**src/hdl/ogru_pkg.sv**
```systemverilog
package ogru_pkg;

   localparam logic [1:0] ACT_RAY   = 2'd0;
   localparam logic [1:0] ACT_HIT   = 2'd1;
   localparam logic [1:0] ACT_READ  = 2'd2;
   localparam logic [1:0] ACT_CLEAR = 2'd3;

   localparam logic [2:0] REG_FREE_COST  = 3'd0;
   localparam logic [2:0] REG_HIT_COST   = 3'd1;
   localparam logic [2:0] REG_MAX_RANGE  = 3'd2;
   localparam logic [2:0] REG_CPM        = 3'd3;
   localparam logic [2:0] REG_GRID_WIDTH = 3'd4;
   localparam logic [2:0] REG_GRID_HGT   = 3'd5;

   localparam int REQ_DATA_W = 88;
   localparam int RSP_DATA_W = 8;
   localparam int CSR_DATA_W = 16;

   localparam logic [3:0] CORDIC_LAST = 4'd15;
   localparam logic signed [33:0] CORDIC_START = 34'sd652032874;

   typedef struct packed {
      logic load;
      logic mul;
      logic cinit;
      logic cstep;
      logic quad;
      logic addr;
      logic wr;
      logic clr;
      logic out_load;
   } ogru_cmd_type;

   typedef struct packed {
      logic [1:0] action;
      logic       cord_last;
      logic       steps_zero;
      logic       cnt_last;
      logic       clr_last;
   } ogru_status_type;

   function automatic logic signed [20:0] arc_entry(input logic [3:0] idx);
      logic signed [20:0] v;
      case (idx)
         4'd0:    v = 21'sd131072;
         4'd1:    v = 21'sd77376;
         4'd2:    v = 21'sd40884;
         4'd3:    v = 21'sd20753;
         4'd4:    v = 21'sd10417;
         4'd5:    v = 21'sd5213;
         4'd6:    v = 21'sd2607;
         4'd7:    v = 21'sd1304;
         4'd8:    v = 21'sd652;
         4'd9:    v = 21'sd326;
         4'd10:   v = 21'sd163;
         4'd11:   v = 21'sd81;
         4'd12:   v = 21'sd41;
         4'd13:   v = 21'sd20;
         4'd14:   v = 21'sd10;
         4'd15:   v = 21'sd5;
         default: v = 21'sd0;
      endcase
      return v;
   endfunction

endpackage

```
**src/hdl/ogru_ctrl.sv**
```systemverilog
module ogru_ctrl (
   input  logic                     clock,
   input  logic                     reset,
   input  logic                     req_tvalid,
   output logic                     req_tready,
   output logic                     rsp_tvalid,
   input  logic                     rsp_tready,
   input  ogru_pkg::ogru_status_type status,
   output ogru_pkg::ogru_cmd_type    cmd
);
   import ogru_pkg::*;

   typedef enum logic [3:0] {
      ST_IDLE, ST_MUL, ST_CINIT, ST_CORD, ST_QUAD,
      ST_ADDR, ST_RD, ST_WR, ST_CLR, ST_FIN
   } state_type;

   state_type state_ff, state_in;
   logic      boot_ff, boot_in;
   logic      rsp_valid_ff, rsp_valid_in;
   logic      accept;

   assign req_tready = (state_ff == ST_IDLE);
   assign rsp_tvalid = rsp_valid_ff;
   assign accept     = req_tvalid && req_tready;

   always_comb begin
      cmd          = '0;
      cmd.load     = accept;
      cmd.mul      = (state_ff == ST_MUL);
      cmd.cinit    = (state_ff == ST_CINIT);
      cmd.cstep    = (state_ff == ST_CORD);
      cmd.quad     = (state_ff == ST_QUAD);
      cmd.addr     = (state_ff == ST_ADDR);
      cmd.wr       = (state_ff == ST_WR);
      cmd.clr      = (state_ff == ST_CLR);
      cmd.out_load = (state_ff == ST_FIN) && (!rsp_valid_ff || rsp_tready);
   end

   always_comb begin
      state_in     = state_ff;
      boot_in      = boot_ff;
      rsp_valid_in = rsp_valid_ff;
      if (rsp_valid_ff && rsp_tready) begin
         rsp_valid_in = 1'b0;
      end
      if (cmd.out_load) begin
         rsp_valid_in = 1'b1;
      end
      case (state_ff)
         ST_IDLE: begin
            if (accept) begin
               case (status.action)
                  ACT_RAY:   state_in = ST_MUL;
                  ACT_CLEAR: state_in = ST_CLR;
                  default:   state_in = ST_ADDR;
               endcase
            end
         end
         ST_MUL:   state_in = ST_CINIT;
         ST_CINIT: state_in = ST_CORD;
         ST_CORD: begin
            if (status.cord_last) begin
               state_in = ST_QUAD;
            end
         end
         ST_QUAD:  state_in = status.steps_zero ? ST_FIN : ST_ADDR;
         ST_ADDR:  state_in = ST_RD;
         ST_RD:    state_in = ST_WR;
         ST_WR: begin
            if (status.action != ACT_RAY || status.cnt_last) begin
               state_in = ST_FIN;
            end else begin
               state_in = ST_ADDR;
            end
         end
         ST_CLR: begin
            if (status.clr_last) begin
               state_in = boot_ff ? ST_IDLE : ST_FIN;
               boot_in  = 1'b0;
            end
         end
         ST_FIN: begin
            if (cmd.out_load) begin
               state_in = ST_IDLE;
            end
         end
         default: state_in = ST_IDLE;
      endcase
   end

   always_ff @(posedge clock) begin
      if (reset) begin
         state_ff     <= ST_CLR;
         boot_ff      <= 1'b1;
         rsp_valid_ff <= 1'b0;
      end else begin
         state_ff     <= state_in;
         boot_ff      <= boot_in;
         rsp_valid_ff <= rsp_valid_in;
      end
   end

endmodule

```
**config.mk**
```make
export PLATFORM = sky130hd
export DESIGN_NAME = ogru_ctrl
export DESIGN_NICKNAME = d
export VERILOG_FILES = /design/src/hdl/ogru_pkg.sv /design/src/hdl/ogru_ctrl.sv
export SDC_FILE = /design/constraint.sdc
export NUM_CORES = 1
export LEC_CHECK = 0
export BUFFER_PORTS_ARGS = -buffer_cell sky130_fd_sc_hd__clkbuf_2
export CORE_AREA = 2 2 39 41
export CTS_CLUSTER_DIAMETER = 120
export DETAILED_ROUTE_END_ITERATION = 10
export DIE_AREA = 0 0 41 43
export GPL_TIMING_DRIVEN = 1
export PLACE_DENSITY = 0.72
export REMOVE_ABC_BUFFERS = 1
export SYNTH_ARGS = -nofsm -noshare
export SYNTH_HDL_FRONTEND = slang
export SYNTH_SLANG_ARGS = --single-unit
```
**constraint.sdc**
```tcl
create_clock -name clock -period 4.44 [get_ports clock]
set_input_delay 0.222 -clock clock [delete_from_list [all_inputs] [get_ports clock]]
set_output_delay 0.222 -clock clock [all_outputs]
set_load 0.02 [all_outputs]
```
---- Yosys cells after proc, flatten, opt, wreduce, memory -nomap -nowiden ----
Index checks and enable logic that the tools add are counted.
operators by class
  equal/unequal tests ..................... 14
  multiplexer cells ....................... 11
  reduce and logical (&&, ||, !) cells .... 12
operators with widths
  operator                                                                number
  4-bit case mux with 10 select lines                                     1
  4-bit 2-to-1 mux                                                        7
  4-bit by 3-bit equality test with 1-bit output (second input constant)  4
  4-bit by 2-bit equality test with 1-bit output (second input constant)  2
  4-bit equality test (second input constant)                             2
  4-bit case mux with 2 select lines                                      1
  2-bit != test (second input constant)                                   3
  4-bit by 1-bit equality test with 1-bit output (second input constant)  1
  4-bit zero test                                                         1
  4-bit AND reduction                                                     1
  2-bit nonzero test                                                      2
  1-bit logical AND                                                       3
  2-bit equality test (second input constant)                             1
  2-bit zero test                                                         1
  1-bit logical OR                                                        2
  1-bit 2-to-1 mux                                                        2
  2-bit by 1-bit != test with 1-bit output (second input constant)        1
  2-bit AND reduction                                                     1
  1-bit zero test                                                         1
word-level totals
  register bits after elaboration ......... 6
  input bits .............................. 10

---- Longest topological paths before layout ----
Gate-level depths: netlist (run 1).
  depth in word-level cells ............... 5
  depth in mapped cells ................... 6
  mapped depth without buffers ............ 6

---- Worst setup path after synthesis (run 1) ----
Ideal clock, no wire load.
  path type ............................... register -> output
  start ................................... reg state_ff[2]
  end ..................................... out cmd[8] (netlist bit)
  path slack .............................. 2.606 ns
  required time ........................... 4.218 ns
  path buffers ............................ 2
  arrival ................................. 1.612 ns
  stages on the path, launching flop included .. 5
  cells stage by stage .................... dfxtp_1 -> buf_2 -> nor4_1 -> and2_1 -> buf_4
between the ends
  cells in the longest elaborated chain, start to end .. 2
RTL lines
  what                    RTL line         text
  from (decl)             ogru_ctrl.sv:18  state_type state_ff, state_in;
  from (signal assigned)  ogru_ctrl.sv:98  state_ff <= state_in;
  4-bit zero test         ogru_ctrl.sv:23  assign req_tready = (state_ff == ST_IDLE);
  net req_tready          ogru_ctrl.sv:5   output logic req_tready,
  1-bit logical AND       ogru_ctrl.sv:25  assign accept = req_tvalid && req_tready;
  to (decl)               ogru_ctrl.sv:9   output ogru_pkg::ogru_cmd_type cmd
The timed path passes the listed nets, and every way through them passes these cells.

==> results of run 1 <==
-- cells in the final DEF (no fill, tap or decap), drive strengths merged, types with 3 or more instances in the layout --
cell | synthesis | final
nor2b | 4 | 4
nor3 | 3 | 3
nand2 | 3 | 3
clkbuf | 1 | 23
dfxtp | 6 | 6
nor2 | 8 | 8
inv | 4 | 4
a21oi | 3 | 3
ha | 3 | 3
nor4 | 4 | 4
o21ai | 4 | 4
-- where the power goes --
part / internal [mW] / leakage [nW] / total (mW) / switching (mW)
logic: 0.0739 / 0.228 / 0.159 / 0.0850
clock network: 0.0307 / 0.0138 / 0.0522 / 0.0215
registers: 0.0681 / 0.0492 / 0.105 / 0.0373
total: 0.173 / 0.291 / 0.316 / 0.144
-- state kept, by name, summed over array words and instances, names as in the netlist --
register and flops:
state_ff 4, boot_ff 1, rsp_tvalid 1
-- worst max path at each step --
stage,end,cells after the start,from
6_report,cmd[0],3,state_ff[0]$_SDFFE_PP0P_
3_3_place_gp,cmd[0],3,state_ff[0]$_SDFFE_PP0P_
4_1_cts,cmd[0],3,state_ff[0]$_SDFFE_PP0P_
3_5_place_dp,cmd[0],3,state_ff[0]$_SDFFE_PP0P_
5_1_grt,cmd[0],3,state_ff[0]$_SDFFE_PP0P_
2_1_floorplan,cmd[8],2,state_ff[2]$_SDFFE_PP0P_
-- per-stage QoR --
step / util (%) / power, mW / hold slack [ns] / area, um^2
5_1_grt: 47.20 / 0.3452 / 0.2407 / 653.1
4_1_cts: 47.20 / 0.3171 / 0.2243 / 653.1
3_5_place_dp: 45.57 / 0.2654 / 0.4615 / 630.6
3_3_place_gp: 45.57 / 0.2633 / 0.4551 / 630.6
2_1_floorplan: - / 0.2200 / 0.2911 / 510.5
6_report: 47.20 / 0.3165 / 0.2215 / 653.1
-- layout make-up --
cell class | instances | area share (%)
Clock buffer | 3 | 3.448
Inverter | 4 | 2.299
Multi-Input combinational cell | 54 | 57.47
Sequential cell | 6 | 18.39
Tap cell | 16 | 3.065
Timing Repair Buffer | 20 | 15.33
-- kinds of logic after synthesis --
kind of cell | after synthesis | share of synthesized area (%)
simple gates | 38 | 44.02
compound gates | 13 | 16.93
buf+inv | 10 | 10.61
flops | 6 | 21.67
fa+ha+maj | 3 | 6.773
-- per-layer routing --
layer  track usage [%]  share of wire [%]
met1             18.65                 46
met2             21.25                 48
met3             3.141                5.0
met4             8.000                1.8
met5                 0                  0
==> impl_metrics.env, run 1 <==
export IMPL_status="completed"
export IMPL_start_kind="flop"
export IMPL_vias=547
export IMPL_timing_rr_end="state_ff[2]$_SDFFE_PP0P_"
export IMPL_maxCapViolations=0
export IMPL_slowest_stage="dfxtp_1"
export IMPL_place_inst=100
export IMPL_grt_usage_pct=14.46
export IMPL_drc=0
export IMPL_yosysMostFrequentCell="nor2_1"
export IMPL_rr_startpoint="state_ff[3]$_SDFFE_PP1P_"
export IMPL_maxSlewHeadroom_pct=68.57
export IMPL_cts_setup_buffers=0
export IMPL_slew_viol_final=0
export IMPL_hpwl_um=812.8
export IMPL_place_gp_congestion=0.7254
export IMPL_fin_skew_ns=0.001935
export IMPL_setup_viol=0
export IMPL_grt_pass1_wl_mm=1.787
export IMPL_r2r_cells=4
export IMPL_power_density_nw_per_um2=484.6
export IMPL_critPathCaptureType="primary output"
export IMPL_leakage_nw=0.2911
export IMPL_min_period_over_period_pct=43.46
export IMPL_place_ws_ns=2.785
export IMPL_synth_largest_area_cell="dfxtp_1"
export IMPL_core_um2=1384
export IMPL_hp_class="input pin to flop"
export IMPL_clk_pin_slew_ns=0.05
export IMPL_tightest_slew_ns=0.4708
export IMPL_cts_hold_buf=0
export IMPL_synth_main_ff_cell="dfxtp_1"
export IMPL_wl_per_cell_um=10.34
export IMPL_clock_tree_buffer_depth=2
export IMPL_ioPinCount=21
export IMPL_cts_sinks=6
export IMPL_hold_depth=2
export IMPL_first_pass_iters=4
export IMPL_cts_tree="yes"
export IMPL_yosysWarningCount=0
export IMPL_max_clock_freq_mhz=518.3
export IMPL_viasPerCell=5.311
export IMPL_portBuffers=20
export IMPL_hold_viol_final=0
export IMPL_clock_latency_ns=0.25
export IMPL_drive_above_1_share_pct=35.63
export IMPL_path_delay_family="simple AND/OR/NAND/NOR gates"
export IMPL_row_count=14
export IMPL_hp_start="reset"
export IMPL_syn_area_per_cell_um2=7.918
export IMPL_area_growth_synth_to_final_pct=17.83
export IMPL_cp_arrival_ns=1.71
export IMPL_tns_ns=0
export IMPL_fillCellCount=139
export IMPL_die_area_um2=1763
export IMPL_die_x_um=41
export IMPL_synth_edf_count=0
export IMPL_synthTopCellsByArea="dfxtp_1, ha_1, nor2_1"
export IMPL_regToRegSetupSlack_ns=2.80
export IMPL_crit_chain="or4bb_1 -> nor2b_1 -> clkbuf_2"
export IMPL_fin_crit_ns=1.929
export IMPL_cts_buffers=3
export IMPL_max_vdd_ir_drop_uv=146.6
export IMPL_start_util_pct=40.05
export IMPL_crit_fanout=13
export IMPL_grt_max_degree=16
export IMPL_routed_wl_mm=1.065
export IMPL_synth_area_um2=554.3
export IMPL_synthArstFlopShare_pct=0
export IMPL_first_iter_violations=8
export IMPL_cp_required_ns=4.22
export IMPL_rsz0062_at_grt="false"
export IMPL_path_buf_inv=1
export IMPL_fin_cells=103
export IMPL_synth_top_area_share_pct=21.67
export IMPL_cts_resized=0
export IMPL_antennaDiodeCount=0
export IMPL_die_y_um=43
export IMPL_ctsRootBufferMaster="clkbuf_4"
export IMPL_ys_seq_area_share_pct=21.67
export IMPL_grt_overflow=0
export IMPL_slowest_delay_ns=0.58
export IMPL_path_class="flop to primary output"
export IMPL_seq_area_um2=120.1
export IMPL_grt_pass1_vias=456
export IMPL_whs_endpoint="state_ff[0]$_SDFFE_PP0P_"
export IMPL_fin_nets=102
export IMPL_syn_inst=70
export IMPL_htree_levels=1
export IMPL_multiInputGateArea_um2=375.4
export IMPL_ys_seq_elements=6
export IMPL_timing_final_ws_setup_ns=2.511
export IMPL_yosysUniqueCellTypes=35
export IMPL_synthTopCellsByCount="nor2_1, dfxtp_1, inv_1, nor2b_1"
export IMPL_antenna_found_initial=0
export IMPL_ant_nets=0
(Power assumes the default switching activity.)
==> run 2: changes to the inputs <==
Settings changed: CORE_AREA 2 2 39 41 to default, CORE_UTILIZATION from default to 42, DIE_AREA 0 0 41 43 to default, PLACE_DENSITY 0.72 to 0.75.
Clock period 4.44 ns to 1.7 ns, I/O delays scaled along.
==> run 2 against run 1 <==
Effect of this change: non-clock buffer count rose by 3; combinational power grew to 3.1 times the previous value; sequential share of layout area down 0.26 points; largest power group unchanged.
==> impl_metrics.env, run 2 (synthesis results as in run 1) <==
export IMPL_rsz0062_at_grt="false"
export IMPL_grt_max_degree=15
export IMPL_antennaDiodeCount=0
export IMPL_slew_viol_final=0
export IMPL_row_count=12
export IMPL_path_class="flop to primary output"
export IMPL_maxSlewHeadroom_pct=74.88
export IMPL_seq_area_um2=123.9
export IMPL_top_register="state_ff"
export IMPL_area_growth_synth_to_final_pct=23.25
export IMPL_place_inst=101
export IMPL_viasPerCell=5.433
export IMPL_slowest_stage="or4bb_1"
export IMPL_status="completed"
export IMPL_ioPinCount=21
export IMPL_crit_fanout=7
export IMPL_core_um2=1171
export IMPL_fin_crit_ns=1.582
export IMPL_routed_wl_mm=1.232
export IMPL_die_x_um=38.33
export IMPL_cts_setup_buffers=0
export IMPL_start_util_pct=47.33
export IMPL_start_kind="flop"
export IMPL_critPathCaptureType="primary output"
export IMPL_ctsRootBufferMaster="clkbuf_4"
export IMPL_clock_tree_buffer_depth=2
export IMPL_setup_viol=0
export IMPL_regToRegSetupSlack_ns=0.20
export IMPL_slowest_delay_ns=0.54
export IMPL_cts_buffers=3
export IMPL_fin_cells=104
export IMPL_die_area_um2=1469
export IMPL_cts_sinks=6
export IMPL_dpl_cell_area_um2=650.6
export IMPL_r2r_cells=4
export IMPL_fin_nets=105
export IMPL_hpwl_um=962.6
export IMPL_ant_nets=0
export IMPL_tightest_slew_ns=0.3673
export IMPL_power_density_nw_per_um2=1296
export IMPL_startpoint="state_ff[0]$_SDFFE_PP0P_"
export IMPL_multiInputGateArea_um2=381.6
export IMPL_cts_tree="yes"
export IMPL_fin_skew_ns=0.006058
export IMPL_setup_worst_path_end="cmd[0]"
export IMPL_wl_per_cell_um=11.85
export IMPL_crit_chain="or4bb_1 -> nor2b_1 -> clkbuf_2"
export IMPL_grt_pass1_wl_mm=2.014
export IMPL_mostFrequentLayoutCells="clkbuf_2, nor2_1, nor2b_1, inv_1"
export IMPL_leakage_nw=0.3090
export IMPL_maxCapViolations=0
export IMPL_max_clock_freq_mhz=632.1
export IMPL_vias=565
export IMPL_grt_overflow=0
export IMPL_first_pass_iters=4
export IMPL_htree_levels=1
export IMPL_hp_class="input pin to flop"
export IMPL_cp_arrival_ns=1.50
export IMPL_whs_ns=0.07896
export IMPL_antenna_found_initial=0
export IMPL_place_gp_congestion=0.7504
export IMPL_drc=0
export IMPL_final_common_cell="clkbuf_2"
export IMPL_cp_required_ns=1.62
export IMPL_grt_pass1_vias=509
export IMPL_die_y_um=38.33
export IMPL_largest_register_ffs=4
export IMPL_max_vdd_ir_drop_uv=460.0
export IMPL_portBuffers=20
export IMPL_drive_above_1_share_pct=42.22
export IMPL_rr_startpoint="state_ff[2]$_SDFFE_PP0P_"
export IMPL_fillCellCount=122
export IMPL_clk_pin_slew_ns=0.05
export IMPL_clock_latency_ns=0.25
export IMPL_hp_start="reset"
export IMPL_timing_rr_end="state_ff[3]$_SDFFE_PP1P_"
export IMPL_grt_usage_pct=19.52
export IMPL_postLayoutCellArea_um2=683.2
export IMPL_hold_viol_final=0
export IMPL_min_period_over_period_pct=93.06
export IMPL_first_iter_violations=6
export IMPL_tns_ns=0
run 2: changes by cell type in the layout (fill, tap and decap cells not counted), sizes merged:
cell	previous run	this run
buf	0	3
run 2: worst min path at each step:
stage	end	slack, ns	depth (start not counted)
after floorplan	rsp_tvalid$_SDFFE_PP0P_	0.15	1
after global placement	state_ff[0]$_SDFFE_PP0P_	0.35	2
after detailed placement	rsp_tvalid$_SDFFE_PP0P_	0.35	2
after CTS	state_ff[0]$_SDFFE_PP0P_	0.08	2
after global routing	state_ff[0]$_SDFFE_PP0P_	0.11	2
final	state_ff[0]$_SDFFE_PP0P_	0.08	2
run 2: layout make-up:
cell class,instances,area share [%]
clock buffers,3,3.297
inverters,4,2.198
multi-input cells,54,55.86
flip-flops and latches,6,18.13
well taps,14,2.564
repair buffers,23,17.95
run 2: per-layer routing:
metal  part of all wire [%]  wire (um)  global-route usage (%)  up-vias
met5                      0          0                       0        -
met4                    1.2         15                   8.036        0
met3                    3.8         47                   3.488        2
met2                     47        580                   33.47       18
met1                     48        588                   23.51      253
li1                       -          -                       -      292
run 2: power by group:
group	total [mW]	switching, mW	internal [mW]	leakage (nW)
logic	0.497	0.269	0.228	0.245
registers	0.247	0.0663	0.181	0.0506
clock network	0.141	0.0601	0.0805	0.0138
run 2: timing repair:
action,CTS,global route
resized for setup,0,4
hold buffers,0,0
setup endpoints to repair,0,3
run 2: metrics by stage:
step / power, mW / setup slack, ns / utilization (%)
floorplan: 0.5747 / 0.07700 / -
global placement: 0.7253 / 0.1089 / 55.56
detailed placement: 0.7314 / 0.1310 / 55.56
CTS: 0.8766 / 0.02235 / 57.48
global route: 0.9565 / 0.04335 / 58.33
finish: 0.8852 / 0.1179 / 58.33
run 2: worst max-delay path: cells and delay by family (launching register included):
kind,cells,cell delay [ns]
buf+inv,1,0.17
simple gates,2,0.67
flops,1,0.40
==> run 3: changes to the inputs <==
Settings changed: RECOVER_POWER from default to 50.
==> run 3 against run 2 <==
Effect of this change: power fell by 2.3%; fmax is 0.21% lower; design area down 1.5%; die area is the same; first-iteration DRC count up 17%; sequential power hardly changed; worst setup slack worse by 0.0034 ns; critical path type unchanged.
==> impl_metrics.env, run 3 (synthesis results as in run 1) <==
export IMPL_setup_viol=0
export IMPL_cts_setup_buffers=0
export IMPL_die_x_um=38.33
export IMPL_grt_overflow=0
export IMPL_ctsRootBufferMaster="clkbuf_4"
export IMPL_htree_levels=1
export IMPL_place_gp_congestion=0.7504
export IMPL_grt_usage_pct=19.52
export IMPL_tightest_slew_ns=0.3673
export IMPL_portBuffers=20
export IMPL_first_pass_iters=4
export IMPL_drc=0
export IMPL_mostFrequentLayoutCells="clkbuf_2, nor2_1, clkbuf_1"
export IMPL_rsz0062_at_grt="false"
export IMPL_timing_final_ws_setup_ns=0.1145
export IMPL_tns_ns=0
export IMPL_hpwl_um=962.6
export IMPL_drive_above_1_share_pct=35.56
export IMPL_fin_nets=105
export IMPL_start_kind="flop"
export IMPL_grtUsageMet1_pct=23.51
export IMPL_ioPinCount=21
export IMPL_vias=569
export IMPL_grt_max_degree=15
export IMPL_grt_pass1_wl_mm=2.014
export IMPL_crit_chain="or4b_1 -> inv_1 -> clkbuf_2"
export IMPL_largest_register_ffs=4
export IMPL_antenna_found_initial=0
export IMPL_area_growth_synth_to_final_pct=21.44
export IMPL_row_count=12
export IMPL_ant_nets=0
export IMPL_max_vdd_ir_drop_uv=454.0
export IMPL_slew_viol_final=0
export IMPL_maxSlewHeadroom_pct=74.88
export IMPL_cts_sinks=6
export IMPL_cts_tree="yes"
export IMPL_core_um2=1171
export IMPL_wl_per_cell_um=11.93
export IMPL_cp_arrival_ns=1.50
export IMPL_first_iter_violations=7
export IMPL_start_util_pct=47.33
export IMPL_die_y_um=38.33
export IMPL_whs_ns=0.07732
export IMPL_path_delay_family="simple AND/OR/NAND/NOR gates"
export IMPL_busiest_layer="met2"
export IMPL_slowest_stage="or4b_1"
export IMPL_grt_pass1_vias=509
export IMPL_path_buf_inv=2
export IMPL_leakage_nw=0.2912
export IMPL_maxCapViolations=0
export IMPL_path_class="flop to primary output"
export IMPL_cts_buffers=3
export IMPL_crit_fanout=12
export IMPL_top_register="state_ff"
export IMPL_clock_latency_ns=0.25
export IMPL_fin_skew_ns=0.006662
export IMPL_critPathCaptureType="primary output"
export IMPL_final_common_cell="clkbuf_2"
export IMPL_hold_viol_final=0
export IMPL_max_clock_freq_mhz=630.7
export IMPL_fillCellCount=127
export IMPL_use_met2_pct=33.47
export IMPL_hp_class="input pin to flop"
export IMPL_use_met3_pct=3.488
export IMPL_die_area_um2=1469
export IMPL_power_density_nw_per_um2=1285
export IMPL_slowest_delay_ns=0.63
export IMPL_clk_pin_slew_ns=0.05
export IMPL_min_period_over_period_pct=93.26
export IMPL_clock_tree_buffer_depth=2
export IMPL_antennaDiodeCount=0
export IMPL_status="completed"
export IMPL_routed_wl_mm=1.241
export IMPL_fin_crit_ns=1.585
export IMPL_cp_required_ns=1.62
export IMPL_place_ws_ns=0.1310
export IMPL_viasPerCell=5.471
-- run 3: cell types whose count changed in the layout (fill, tap and decap cells not counted) --
| cell | delta |
|---|---|
| or4b_4 | -1 |
| or4b_1 | +1 |
| clkbuf_2 | -5 |
| clkbuf_1 | +5 |
-- run 3: cell type report --
type / instances / area, um^2 / share of cell area (%)
Multi-Input combinational cell: 54 / 377.9 / 56.13
Sequential cell: 6 / 123.9 / 18.40
Timing Repair Buffer: 23 / 116.4 / 17.29
Clock buffer: 3 / 22.52 / 3.346
Tap cell: 14 / 17.52 / 2.602
Inverter: 4 / 15.01 / 2.230
-- run 3: worst paths after layout --
path                                                from                  endpoint  slack, ns  cells past startpoint
worst max-delay path            state_ff[2]$_SDFFE_PP0P_                    cmd[1]       0.11                      3
worst max register to register  state_ff[2]$_SDFFE_PP0P_  state_ff[3]$_SDFFE_PP1P_       0.14                      4
worst min register to register      boot_ff$_SDFFE_PP1P_      boot_ff$_SDFFE_PP1P_       0.49                      2
worst min-delay path                               reset  state_ff[0]$_SDFFE_PP0P_       0.08                      2
-- run 3: through the flow --
stage                     power (mW)  std cells  util, %  area (um^2)
final                         0.8649        104    57.48        673.1
after global routing          0.9342        104    57.48        673.1
after CTS                     0.8766        104    57.48        673.1
after detailed placement      0.7314        101    55.56        650.6
after global placement        0.7253        101    55.56        650.6
after floorplan               0.5747         64        -        510.5
-- run 3: metal layers --
metal | vias up | part of all wire [%]
met5 | - | 0
met2 | 18 | 46
met3 | 2 | 3.5
met1 | 258 | 48
li1 | 291 | -
met4 | 0 | 1.5
-- run 3: timing repair --
action | CTS | global route
hold buffers | 0 | 0
setup endpoints to repair | 0 | 3
resized for setup | 0 | 4
-- run 3: power breakdown --
| part | total (mW) | internal [mW] | switching, mW | leakage [nW] |
|---|---|---|---|---|
| logic | 0.477 | 0.208 | 0.270 | 0.227 |
| registers | 0.246 | 0.181 | 0.0651 | 0.0506 |
| clock network | 0.141 | 0.0805 | 0.0607 | 0.0138 |
| total | 0.865 | 0.470 | 0.395 | 0.291 |
